--- src/rtl/kdpq_pkg.sv ---
// ----------------------------------------------------------------------------
// kdpq_pkg
// Shared types and constants for the keyframe-aware packet drop queue.
// ----------------------------------------------------------------------------
package kdpq_pkg;

    localparam int QUEUE_DEPTH_DEF = 32;
    localparam int HANDLE_BITS_DEF = 16;

    localparam int KIND_W = 3;
    localparam int TYPE_W = 2;
    localparam int MAXV_W = 6;

    // configuration register indexes
    localparam logic CFG_ENABLE    = 1'b0;
    localparam logic CFG_MAX_VIDEO = 1'b1;

    // request operations
    localparam logic OP_PUSH = 1'b0;
    localparam logic OP_POP  = 1'b1;

    localparam logic [TYPE_W-1:0] TYPE_VIDEO = 2'd0;

    typedef enum logic [KIND_W-1:0] {
        KIND_POPPED   = 3'd0,
        KIND_DROPPED  = 3'd1,
        KIND_ACCEPTED = 3'd2,
        KIND_REJECTED = 3'd3,
        KIND_EMPTY    = 3'd4
    } kind_t;

    typedef enum logic [2:0] {
        ST_IDLE,
        ST_POP_WAIT,
        ST_WALK_WAIT,
        ST_FINISH,
        ST_REPLY
    } state_t;

endpackage

--- src/rtl/kdpq_store.sv ---
// ----------------------------------------------------------------------------
// kdpq_store
// Descriptor memory: one write port, one read port, registered read data.
// ----------------------------------------------------------------------------
module kdpq_store
    import kdpq_pkg::*;
#(
    parameter int QUEUE_DEPTH = QUEUE_DEPTH_DEF,
    parameter int ENTRY_W     = HANDLE_BITS_DEF + TYPE_W + 1,
    localparam int PTR_W      = $clog2(QUEUE_DEPTH)
) (
    input  logic               aclk,
    input  logic               wr_en,
    input  logic [PTR_W-1:0]   wr_addr,
    input  logic [ENTRY_W-1:0] wr_data,
    input  logic               rd_en,
    input  logic [PTR_W-1:0]   rd_addr,
    output logic [ENTRY_W-1:0] rd_data
);

    logic [ENTRY_W-1:0] mem [QUEUE_DEPTH];
    logic [ENTRY_W-1:0] rd_data_reg;

    always_ff @(posedge aclk) begin
        if (wr_en) begin
            mem[wr_addr] <= wr_data;
        end
    end

    always_ff @(posedge aclk) begin
        if (rd_en) begin
            rd_data_reg <= mem[rd_addr];
        end
    end

    assign rd_data = rd_data_reg;

endmodule

--- src/rtl/kdpq_ctrl.sv ---
// ----------------------------------------------------------------------------
// kdpq_ctrl
// Queue sequencer: pointers, counts, head drop walk and result register.
// ----------------------------------------------------------------------------
module kdpq_ctrl
    import kdpq_pkg::*;
#(
    parameter int QUEUE_DEPTH = QUEUE_DEPTH_DEF,
    parameter int HANDLE_BITS = HANDLE_BITS_DEF,
    localparam int PTR_W      = $clog2(QUEUE_DEPTH),
    localparam int CNT_W      = $clog2(QUEUE_DEPTH + 1),
    localparam int ENTRY_W    = HANDLE_BITS + TYPE_W + 1
) (
    input  logic                   aclk,
    input  logic                   aresetn,
    input  logic                   cfg_enable,
    input  logic [MAXV_W-1:0]      cfg_max_video,
    input  logic                   s_valid,
    output logic                   s_ready,
    input  logic                   s_op,
    input  logic [HANDLE_BITS-1:0] s_handle,
    input  logic [TYPE_W-1:0]      s_type,
    input  logic                   s_key,
    output logic                   m_valid,
    input  logic                   m_ready,
    output logic [KIND_W-1:0]      m_kind,
    output logic [HANDLE_BITS-1:0] m_handle,
    output logic [TYPE_W-1:0]      m_type,
    output logic                   m_key,
    output logic                   m_last
);

    state_t state_reg, state_next;

    logic [PTR_W-1:0] head_reg, head_next;
    logic [PTR_W-1:0] tail_reg, tail_next;
    logic [CNT_W-1:0] count_reg, count_next;
    logic [CNT_W-1:0] video_reg, video_next;
    logic             seen_key_reg, seen_key_next;
    kind_t            reply_reg, reply_next;

    logic [HANDLE_BITS-1:0] handle_reg;
    logic [TYPE_W-1:0]      type_reg;
    logic                   key_reg;

    logic                   m_valid_reg, m_valid_next;
    kind_t                  m_kind_reg, m_kind_next;
    logic [HANDLE_BITS-1:0] m_handle_reg, m_handle_next;
    logic [TYPE_W-1:0]      m_type_reg, m_type_next;
    logic                   m_key_reg, m_key_next;
    logic                   m_last_reg, m_last_next;

    logic               wr_en;
    logic               rd_en;
    logic [PTR_W-1:0]   rd_addr;
    logic [ENTRY_W-1:0] rd_data;

    logic [HANDLE_BITS-1:0] hd_handle;
    logic [TYPE_W-1:0]      hd_type;
    logic                   hd_key;
    logic                   hd_video_key;
    logic                   out_free;
    logic                   accept;
    logic [PTR_W-1:0]       head_adv;
    logic [PTR_W-1:0]       tail_adv;
    logic [CNT_W-1:0]       video_dec;

    assign hd_handle    = rd_data[HANDLE_BITS-1:0];
    assign hd_type      = rd_data[HANDLE_BITS +: TYPE_W];
    assign hd_key       = rd_data[ENTRY_W-1];
    assign hd_video_key = (hd_type == TYPE_VIDEO) && hd_key;

    assign out_free = !m_valid_reg || m_ready;
    assign s_ready  = (state_reg == ST_IDLE);
    assign accept   = s_valid && s_ready;

    assign head_adv = (head_reg == PTR_W'(QUEUE_DEPTH - 1)) ? '0 : head_reg + 1'b1;
    assign tail_adv = (tail_reg == PTR_W'(QUEUE_DEPTH - 1)) ? '0 : tail_reg + 1'b1;
    assign video_dec = ((hd_type == TYPE_VIDEO) && (video_reg != '0)) ?
                       video_reg - 1'b1 : video_reg;

    // Reads and the single write never share a cycle, so the FSM order alone
    // keeps a write to the tail visible to a later read of the same entry.
    kdpq_store #(
        .QUEUE_DEPTH (QUEUE_DEPTH),
        .ENTRY_W     (ENTRY_W)
    ) u_store (
        .aclk    (aclk),
        .wr_en   (wr_en),
        .wr_addr (tail_reg),
        .wr_data ({key_reg, type_reg, handle_reg}),
        .rd_en   (rd_en),
        .rd_addr (rd_addr),
        .rd_data (rd_data)
    );

    always_ff @(posedge aclk) begin
        if (!aresetn) begin
            state_reg    <= ST_IDLE;
            head_reg     <= '0;
            tail_reg     <= '0;
            count_reg    <= '0;
            video_reg    <= '0;
            seen_key_reg <= 1'b0;
            m_valid_reg  <= 1'b0;
        end else begin
            state_reg    <= state_next;
            head_reg     <= head_next;
            tail_reg     <= tail_next;
            count_reg    <= count_next;
            video_reg    <= video_next;
            seen_key_reg <= seen_key_next;
            m_valid_reg  <= m_valid_next;
        end
    end

    always_ff @(posedge aclk) begin
        reply_reg    <= reply_next;
        m_kind_reg   <= m_kind_next;
        m_handle_reg <= m_handle_next;
        m_type_reg   <= m_type_next;
        m_key_reg    <= m_key_next;
        m_last_reg   <= m_last_next;
        if (accept) begin
            handle_reg <= s_handle;
            type_reg   <= s_type;
            key_reg    <= s_key;
        end
    end

    always_comb begin
        state_next    = state_reg;
        head_next     = head_reg;
        tail_next     = tail_reg;
        count_next    = count_reg;
        video_next    = video_reg;
        seen_key_next = seen_key_reg;
        reply_next    = reply_reg;
        wr_en         = 1'b0;
        rd_en         = 1'b0;
        rd_addr       = head_reg;

        m_valid_next  = m_valid_reg && !m_ready;
        m_kind_next   = m_kind_reg;
        m_handle_next = m_handle_reg;
        m_type_next   = m_type_reg;
        m_key_next    = m_key_reg;
        m_last_next   = m_last_reg;

        unique case (state_reg)
            ST_IDLE: begin
                if (accept) begin
                    seen_key_next = 1'b0;
                    if (s_op == OP_POP) begin
                        if (count_reg == '0) begin
                            reply_next = KIND_EMPTY;
                            state_next = ST_REPLY;
                        end else begin
                            rd_en      = 1'b1;
                            state_next = ST_POP_WAIT;
                        end
                    end else if (!cfg_enable) begin
                        reply_next = KIND_REJECTED;
                        state_next = ST_REPLY;
                    end else if ((MAXV_W'(video_reg) > cfg_max_video) &&
                                 (count_reg != '0)) begin
                        rd_en      = 1'b1;
                        state_next = ST_WALK_WAIT;
                    end else begin
                        state_next = ST_FINISH;
                    end
                end
            end

            ST_POP_WAIT: begin
                if (out_free) begin
                    m_valid_next  = 1'b1;
                    m_kind_next   = KIND_POPPED;
                    m_handle_next = hd_handle;
                    m_type_next   = hd_type;
                    m_key_next    = hd_key;
                    m_last_next   = 1'b1;
                    head_next     = head_adv;
                    count_next    = count_reg - 1'b1;
                    video_next    = video_dec;
                    state_next    = ST_IDLE;
                end
            end

            ST_WALK_WAIT: begin
                if (seen_key_reg && hd_video_key) begin
                    // second video keyframe: keep it at the head
                    state_next = ST_FINISH;
                end else if (out_free) begin
                    m_valid_next  = 1'b1;
                    m_kind_next   = KIND_DROPPED;
                    m_handle_next = hd_handle;
                    m_type_next   = hd_type;
                    m_key_next    = hd_key;
                    m_last_next   = 1'b0;
                    head_next     = head_adv;
                    count_next    = count_reg - 1'b1;
                    video_next    = video_dec;
                    seen_key_next = seen_key_reg || hd_video_key;
                    if (count_reg != CNT_W'(1)) begin
                        // fetch the next head while this drop goes out
                        rd_en   = 1'b1;
                        rd_addr = head_adv;
                    end else begin
                        state_next = ST_FINISH;
                    end
                end
            end

            ST_FINISH: begin
                if (out_free) begin
                    m_valid_next  = 1'b1;
                    m_handle_next = '0;
                    m_type_next   = '0;
                    m_key_next    = 1'b0;
                    m_last_next   = 1'b1;
                    if (count_reg == CNT_W'(QUEUE_DEPTH)) begin
                        m_kind_next = KIND_REJECTED;
                    end else begin
                        m_kind_next = KIND_ACCEPTED;
                        wr_en       = 1'b1;
                        tail_next   = tail_adv;
                        count_next  = count_reg + 1'b1;
                        if (type_reg == TYPE_VIDEO) begin
                            video_next = video_reg + 1'b1;
                        end
                    end
                    state_next = ST_IDLE;
                end
            end

            ST_REPLY: begin
                if (out_free) begin
                    m_valid_next  = 1'b1;
                    m_kind_next   = reply_reg;
                    m_handle_next = '0;
                    m_type_next   = '0;
                    m_key_next    = 1'b0;
                    m_last_next   = 1'b1;
                    state_next    = ST_IDLE;
                end
            end

            default: begin
                state_next = ST_IDLE;
            end
        endcase
    end

    assign m_valid  = m_valid_reg;
    assign m_kind   = m_kind_reg;
    assign m_handle = m_handle_reg;
    assign m_type   = m_type_reg;
    assign m_key    = m_key_reg;
    assign m_last   = m_last_reg;

endmodule

--- src/rtl/keyframe_drop_packet_queue_unit.sv ---
// ----------------------------------------------------------------------------
// keyframe_drop_packet_queue_unit
// Packet descriptor queue that drops from the head up to the second video
// keyframe once too many video packets are queued.
// ----------------------------------------------------------------------------
// Usage:
//   Requests enter on the s_ stream: s_tuser selects push or pop, s_tdata
//   carries the descriptor of a pushed packet. Results leave on the m_ stream:
//   m_tuser is the result kind, m_tdata the popped or dropped descriptor, and
//   m_tlast marks the final result of a request.
//   cfg_we writes enable (index 0) or max_video_packets (index 1); write only
//   while no request is in flight.
//   Timing: one request at a time. A pop reaches the output register from
//   ST_POP_WAIT and a reply without data (empty, disabled) from ST_REPLY;
//   a push drops each entry from ST_WALK_WAIT, stops there at a kept
//   keyframe, then places its result from ST_FINISH. The drop walk is
//   paced by the registered read of the descriptor memory, with the next
//   head fetched while each drop is sent.
//   Reset clears pointers, counts and configuration; memory contents are
//   not cleared and need no clearing pass. When m_tready is low the result
//   register holds while it has a result and the walk pauses; s_tready is
//   low until the request has placed its final result.
// ----------------------------------------------------------------------------
module keyframe_drop_packet_queue_unit
    import kdpq_pkg::*;
#(
    parameter int QUEUE_DEPTH = QUEUE_DEPTH_DEF,
    parameter int HANDLE_BITS = HANDLE_BITS_DEF,
    localparam int DATA_W     = ((HANDLE_BITS + TYPE_W + 1 + 7) / 8) * 8,
    localparam int PAD_W      = DATA_W - HANDLE_BITS - TYPE_W - 1
) (
    input  logic              aclk,
    input  logic              aresetn,
    input  logic              cfg_we,
    input  logic [0:0]        cfg_index,
    input  logic [MAXV_W-1:0] cfg_wdata,
    input  logic              s_tvalid,
    output logic              s_tready,
    input  logic [DATA_W-1:0] s_tdata,   // packet_handle, packet_type, is_keyframe
    input  logic [0:0]        s_tuser,   // operation
    output logic              m_tvalid,
    input  logic              m_tready,
    output logic [DATA_W-1:0] m_tdata,   // out_handle, out_type, out_keyframe
    output logic [KIND_W-1:0] m_tuser,   // result_kind
    output logic              m_tlast
);

    logic              enable_reg;
    logic [MAXV_W-1:0] max_video_reg;

    logic [HANDLE_BITS-1:0] m_handle;
    logic [TYPE_W-1:0]      m_type;
    logic                   m_key;

    always_ff @(posedge aclk) begin
        if (!aresetn) begin
            enable_reg    <= 1'b0;
            max_video_reg <= '0;
        end else if (cfg_we) begin
            unique case (cfg_index)
                CFG_ENABLE:    enable_reg    <= cfg_wdata[0];
                CFG_MAX_VIDEO: max_video_reg <= cfg_wdata;
                default:       ;
            endcase
        end
    end

    kdpq_ctrl #(
        .QUEUE_DEPTH (QUEUE_DEPTH),
        .HANDLE_BITS (HANDLE_BITS)
    ) u_ctrl (
        .aclk          (aclk),
        .aresetn       (aresetn),
        .cfg_enable    (enable_reg),
        .cfg_max_video (max_video_reg),
        .s_valid       (s_tvalid),
        .s_ready       (s_tready),
        .s_op          (s_tuser[0]),
        .s_handle      (s_tdata[HANDLE_BITS-1:0]),
        .s_type        (s_tdata[HANDLE_BITS +: TYPE_W]),
        .s_key         (s_tdata[HANDLE_BITS+TYPE_W]),
        .m_valid       (m_tvalid),
        .m_ready       (m_tready),
        .m_kind        (m_tuser),
        .m_handle      (m_handle),
        .m_type        (m_type),
        .m_key         (m_key),
        .m_last        (m_tlast)
    );

    generate
        if (PAD_W > 0) begin : g_pad
            assign m_tdata = {{PAD_W{1'b0}}, m_key, m_type, m_handle};
        end else begin : g_nopad
            assign m_tdata = {m_key, m_type, m_handle};
        end
    endgenerate

endmodule

--- config.mk ---
export PLATFORM = sky130hd
export DESIGN_NAME = keyframe_drop_packet_queue_unit
export DESIGN_NICKNAME = d
export VERILOG_FILES = /design/src/rtl/kdpq_pkg.sv /design/src/rtl/kdpq_store.sv /design/src/rtl/kdpq_ctrl.sv /design/src/rtl/keyframe_drop_packet_queue_unit.sv
export SDC_FILE = /design/constraint.sdc
export NUM_CORES = 1
export LEC_CHECK = 0
export BUFFER_PORTS_ARGS = -buffer_cell sky130_fd_sc_hd__buf_2
export CORE_MARGIN = 10
export CORE_UTILIZATION = 45
export DETAILED_ROUTE_END_ITERATION = 12
export GPL_ROUTABILITY_DRIVEN = 0
export GPL_TIMING_DRIVEN = 0
export MAX_ROUTING_LAYER = met4
export PLACE_DENSITY = 0.7
export SYNTH_ARGS = -nofsm -noshare
export SYNTH_HDL_FRONTEND = slang
export SYNTH_SLANG_ARGS = --single-unit
--- constraint.sdc ---
create_clock -name aclk -period 4.6 [get_ports aclk]
set_clock_uncertainty 0.1 [all_clocks]
set_input_delay 1.15 -clock aclk [delete_from_list [all_inputs] [get_ports aclk]]
set_output_delay 1.15 -clock aclk [all_outputs]
set_load 0.03 [all_outputs]
==> impl_metrics.ini, run 1 <==
[global_routing]
overflow = 0
antenna_found_initial = 4
grt_max_degree = 34
grt_pass1_wl_um = 121000
grt_pass1_vias = 18600
grt_usage_pct = 22.1

[route]
wl_met3_um = 9210
top_layer_used = met4
wl_per_cell_um = 26.6
drc = 0
dr.pass1.iters = 6
drtIter0Drc = 2675
route.met2.wl_um = 37900
vias = 19600
met1Wirelength_um = 32100
routed_wl_um = 82700
vias_per_cell = 6.29
postRouteAntennaNets = 0

[worst_setup_path]
cp-end-kind = register
startpoint_type = input pin
timing_worst_setup_path_type = input pin to register
max_stage_delay_ns = 0.60
crit_fanout = 10
arrival_ns = 4.79
critPathMostFrequentCell = buf_2
critPathBufInv = 4
critPathTopFamily = compound AO/OA/AOI/OAI gates
crit_path_cell_trace = buf_2, nand2b_1, buf_2, nand3_1, o21ai_4, buf_2, clkbuf_1, a21boi_0, o32ai_1, o31ai_1, o2111a_1
r2r_slack_ns = 0.07
cp.required_ns = 4.86
slowest_stage = o32ai_1

[clock_tree]
htreeDepth = 3
postCtsSetupRepairBufs = 0
path_clk_slew_ns = 0.06
clock_path_buffers = 3
insertion_delay_ns = 0.62
cts_buffers = 72
cts_hold_buf = 0
cts_root_buf = clkbuf_16
cts_tree = yes
clock-sinks = 705

[final_layout]
largest_register_ffs = 608
area.growth.synth_to_final_pct = 16.4
utilization_pct = 52.7
drive_above_1_share_pct = 14.8
nets = 2255
fill_cells = 5124

[pwr]
ir_drop_v = 0.000260
p_total_mw = 14.2
leakage_nw = 11.0
power_density_mw_per_mm2 = 420

[synthesis]
synth_xor_area_share_pct = 0.330
synthSimpleGateAreaFrac_pct = 8.80
yosysSeqAreaShare_pct = 71.4
synth_mux_area_share_pct = 0.206
synth_ff_type = edfxtp_1
yosys_warnings = 0
synth_cell_types = 62
syn_area_per_cell_um2 = 14.4
ys_async_sr_fraction_pct = 0
synth_edf_count = 671
synthCells = 2027
yosys_register_bits = 705
synth_compound_area_share_pct = 15.2
synth_top_family_by_area = compound AO/OA/AOI/OAI gates
netlist_area_mm2 = 0.0292
synthAdderAreaFrac_pct = 0.927

[timing]
fmax_mhz = 220
period_minus_slack_ns = 4.54
relSlewSlack_pct = 1.17
min_period_over_period_pct = 98.7
setup_tns_ns = 0
finalMaxSlewViolations = 0
final_hold_viol_count = 0
tightest_slew_ns = 1.48
setup_viol = 0

[placement]
io_buffers = 54
dp_hpwl_um = 55500

[floorplan]
coreArea_mm2 = 0.0643
chipHeight_um = 275
ioPinCount = 67
start_util_pct = 45.3
dieArea_mm2 = 0.0754
die_w_um = 275
num_rows = 93

[flow_run]
cap_violations = 0

[worst_hold_path]
hp-class = register to register

[outcome]
status = finished, final reports clean
-- report_power, final --
group	internal (mW)	switching (mW)	total, mW
sequential	7.25	0.209	7.46
combinational	0.287	0.663	0.951
clock	3.40	2.44	5.84
-- metal layers --
layer | vias up | GRT usage [%]
li1 | 8470 | -
met1 | 9729 | 29.0
met2 | 1180 | 33.5
met3 | 191 | 4.77
met4 | 0 | 8.23
met5 | - | -
-- cells in the mapped netlist, drive strengths merged, types with 20 or more instances --
library cell | instances | share of area (%)
a21boi | 78 | 2.0
o22ai | 38 | 0.82
nand2 | 87 | 1.1
and3 | 253 | 5.4
edfxtp | 671 | 69
ha | 20 | 0.86
o21ai | 51 | 0.89
clkbuf | 115 | 1.5
nor2 | 65 | 0.85
dfxtp | 34 | 2.3
o32ai | 40 | 1.3
a211oi | 229 | 5.9
buf | 68 | 1.3
o41ai | 38 | 1.1
a21oi | 76 | 1.3
-- worst reg2reg max path, delay by kind of cell, from the launching register on --
kind,cells,cell delay [ns]
AOI/OAI and AO/OA,3,1.26
buffers and inverters,3,1.09
and+or+nand+nor,4,1.08
adders and majority gates,2,0.47
DFF,1,0.38
-- path summary, 6_finish.rpt --
check	cells past startpoint	endpoint	start
setup reg to reg	12	u_ctrl.u_store.rd_data[0]$_DFFE_PP_	u_ctrl.head_reg[0]$_SDFFE_PN0P_
hold / removal	2	max_video_reg[1]$_SDFFE_PN0P_	max_video_reg[1]$_SDFFE_PN0P_
hold reg to reg	2	max_video_reg[1]$_SDFFE_PN0P_	max_video_reg[1]$_SDFFE_PN0P_
setup / recovery	11	u_ctrl.u_store.rd_data[3]$_DFFE_PP_	m_tready
-- cell type report --
type / count / area [µm²] / area share (%)
Antenna cell: 3 / 7.51 / 0.0221
Buffer: 182 / 821 / 2.42
Clock buffer: 97 / 1970 / 5.80
Clock inverter: 34 / 359 / 1.06
Inverter: 21 / 78.8 / 0.232
Multi-Input combinational cell: 1122 / 7730 / 22.8
Sequential cell: 705 / 20800 / 61.4
Tap cell: 855 / 1070 / 3.15
Timing Repair Buffer: 93 / 1070 / 3.15
-- kinds of logic (layout without fill, tap and decap cells) --
kind of cell    count (synthesis)  in the layout
buf+inv                       204            427
simple gates                  469            469
compound gates                610            610
xor+xnor                       11             11
flops                         705            705
fa+ha+maj                      21             21
mux                             6              6
other cells                     1              8
-- what timing repair did --
action,CTS,global route
endpoints found under the setup margin,18,18
cloned,0,0
pin swaps,0,0
gates resized for setup,5,35
-- layout by cell type, fill, tap and decap left out, types with 6 or more instances in the layout --
master,count
a211oi_1,228
a21boi_0,77
a21oi_1,75
and3_1,253
buf_16,17
buf_2,99
buf_4,17
buf_8,22
bufinv_16,7
clkbuf_1,126
clkbuf_16,74
clkbuf_2,8
clkinv_1,18
clkinv_2,6
dfxtp_1,34
edfxtp_1,671
ha_1,20
inv_1,19
mux2i_1,6
nand2_1,87
nand3_1,15
nor2_1,32
nor2_2,33
nor2b_1,6
nor3_1,12
o2111a_1,19
o21ai_0,42
o21ai_1,7
o22ai_1,38
o31ai_1,8
o31ai_2,9
o32ai_1,37
o41ai_1,25
o41ai_2,13
or3_1,7
xnor2_1,10
-- through the flow --
step	setup WS, ns	std cells	hold slack, ns	cell area, µm²
floorplan	1.09	2031	0.336	29200
global placement	-0.646	2940	0.358	30500
detailed placement	-0.644	2969	0.355	31100
CTS	0.00198	3100	0.364	33500
global route	-0.0580	3111	0.387	33900
finish	0.0607	3112	0.366	33900
Power figures use the tool's default switching activity.
==> run 2, diff against run 1 <==
--- a/config.mk
+++ b/config.mk
@@ -7,12 +7,12 @@
 export LEC_CHECK = 0
 export BUFFER_PORTS_ARGS = -buffer_cell sky130_fd_sc_hd__buf_2
 export CORE_MARGIN = 10
-export CORE_UTILIZATION = 45
+export CORE_UTILIZATION = 50
 export DETAILED_ROUTE_END_ITERATION = 12
 export GPL_ROUTABILITY_DRIVEN = 0
 export GPL_TIMING_DRIVEN = 0
 export MAX_ROUTING_LAYER = met4
-export PLACE_DENSITY = 0.7
+export PLACE_DENSITY = 0.75
 export SYNTH_ARGS = -nofsm -noshare
 export SYNTH_HDL_FRONTEND = slang
 export SYNTH_SLANG_ARGS = --single-unit
==> run 2 against run 1 <==
  * The run now ends with capacitance limit, slew limit, setup timing left
  * Critical path type is now register to register
  * Die area shrank 9.3%
  * Power shrank 0.85%
  * Non-clock buffer count shrank 1
  * Wire length is essentially flat
  * Global-route usage grew 2.3 points
  * Fmax shrank 1.7%
  * Count of clock-buffer cells in the layout shrank 14
  * Cell area shrank 0.85%
  * Combinational power shrank 2.5%
  * Sequential cell count is the same
==> impl_metrics.ini, run 2 (synthesis results as in run 1) <==
[worst_setup_path]
crit_fanout = 10
startpoint_type = register
cp.required_ns = 4.95
arrival_ns = 4.97
cp-end-kind = register
timing_worst_setup_path_type = register to register

[final_layout]
drive_above_1_share_pct = 14.6
area.growth.synth_to_final_pct = 15.4
largest_register_ffs = 608
utilization_pct = 58.3
final_common_cell = edfxtp_1
stdcell_count = 3013
layout_common_cells = edfxtp_1, and3_1, a211oi_1, clkbuf_1, buf_2
fill_cells = 4245
nets = 2253

[floorplan]
start_util_pct = 50.6
die_w_um = 262
coreArea_mm2 = 0.0577
ioPinCount = 67
num_rows = 88
chipHeight_um = 262
dieArea_mm2 = 0.0684

[clock_tree]
htreeDepth = 3
cts_root_buf = clkbuf_16
insertion_delay_ns = 0.63
cts_tree = yes
postCtsSetupRepairBufs = 0
cts_hold_buf = 0
cts_buffers = 71
path_clk_slew_ns = 0.06
clock_path_buffers = 3
clock-sinks = 705

[route]
vias_per_cell = 6.56
dr.pass1.iters = 9
routed_wl_um = 82600
drtIter0Drc = 3609
wl_per_cell_um = 27.4
drc = 0
vias = 19800
postRouteAntennaNets = 0

[placement]
dp_hpwl_um = 54700
io_buffers = 54
dp_cells = 2880

[global_routing]
grt_max_degree = 33
overflow = 0
antenna_found_initial = 2
grt_pass1_vias = 18900
grt_pass1_wl_um = 120000
grt_usage_pct = 24.3

[timing]
finalMaxSlewViolations = 33
setup_tns_ns = -0.0184
setup_viol = 1
tightest_slew_ns = 1.52
hold_ws_ns = 0.368
period_minus_slack_ns = 4.62
final_hold_viol_count = 0
fmax_mhz = 217
layout_setup_ws_ns = -0.0184
relSlewSlack_pct = -1.10
min_period_over_period_pct = 100

[pwr]
p_comb_share_pct = 6.6
power_density_mw_per_mm2 = 420
p_clk_share_pct = 40.6
p_int_mw = 10.9
leakage_nw = 10.9
p_total_mw = 14.1
ir_drop_v = 0.000318
switchingPower_mw = 3.27
seqPwrFrac_pct = 52.9
switching_share_pct = 23.1

[flow_run]
cap_violations = 1

[worst_hold_path]
hp-class = register to register

[outcome]
violations = capacitance limit, slew limit, setup timing
status = finished with violations
run 2: changes by cell type in the layout (fill, tap and decap cells not counted), moves of 3 or more:
cell / change
clkbuf_1: -6
inv_6: +5
buf_8: -3
clkbuf_16: -3
clkbuf_8: -3
clkinv_2: +3
clkinvlp_4: -3
run 2: power by group through the flow:
stage	Clock, mW	Sequential (mW)	Combinational, mW
final	5.73	7.47	0.927
after global routing	5.98	7.48	0.978
after CTS	5.73	7.50	0.817
after detailed placement	0	7.64	0.810
after global placement	0	7.64	0.767
after floorplan	0	7.57	0.419
run 2: per-layer routing:
metal / vias up / part of all wire [%] / track usage (%)
met4: 0 / 4.8 / 9.95
met1: 9652 / 37 / 31.1
met5: - / 0 / -
met2: 1380 / 45 / 36.6
met3: 272 / 13 / 6.44
li1: 8457 / - / -
run 2: final cells by class:
| class | count | area [µm²] | area share (%) |
|---|---|---|---|
| diodes | 4 | 10.0 | 0.0297 |
| plain buffers | 183 | 823 | 2.45 |
| clock buffers | 83 | 1820 | 5.41 |
| clock inverters | 39 | 420 | 1.25 |
| inverters | 21 | 78.8 | 0.234 |
| multi-input cells | 1122 | 7710 | 22.9 |
| flip-flops and latches | 705 | 20800 | 61.9 |
| well taps | 765 | 957 | 2.84 |
| repair buffers | 91 | 998 | 2.97 |
run 2: critical path, stage by stage, from the launching register on:
cell and delay (ns):
dfxtp_1 0.39, ha_1 0.29, and3_1 0.20, ha_1 0.17, clkbuf_1 0.20, nor2b_1 0.26
nand3_2 0.37, nand2_1 0.24, buf_2 0.38, clkbuf_1 0.49, a211oi_1 0.15, o41ai_1 0.86
o2111a_1 0.36
run 2: final timing paths:
path,from,end,slack (ns),cells past startpoint
min,max_video_reg[2]$_SDFFE_PN0P_,max_video_reg[2]$_SDFFE_PN0P_,0.37,2
min reg2reg,max_video_reg[2]$_SDFFE_PN0P_,max_video_reg[2]$_SDFFE_PN0P_,0.37,2
max reg2reg,u_ctrl.head_reg[0]$_SDFFE_PN0P_,u_ctrl.u_store.rd_data[5]$_DFFE_PP_,-0.02,12
max,u_ctrl.head_reg[0]$_SDFFE_PN0P_,u_ctrl.u_store.rd_data[5]$_DFFE_PP_,-0.02,12
run 2: what timing repair did:
action	4_1_cts	5_1_grt
setup endpoints to repair	15	17
pin swaps	0	0
hold endpoints to repair	0	0
resized for setup	3	32
run 2: metrics by stage:
step | cell area (µm²) | worst slack [ns]
global route | 33600 | -0.00344
CTS | 33300 | 0.0380
global placement | 30400 | -0.623
detailed placement | 31000 | -0.646
finish | 33600 | -0.0184
floorplan | 29200 | 1.09
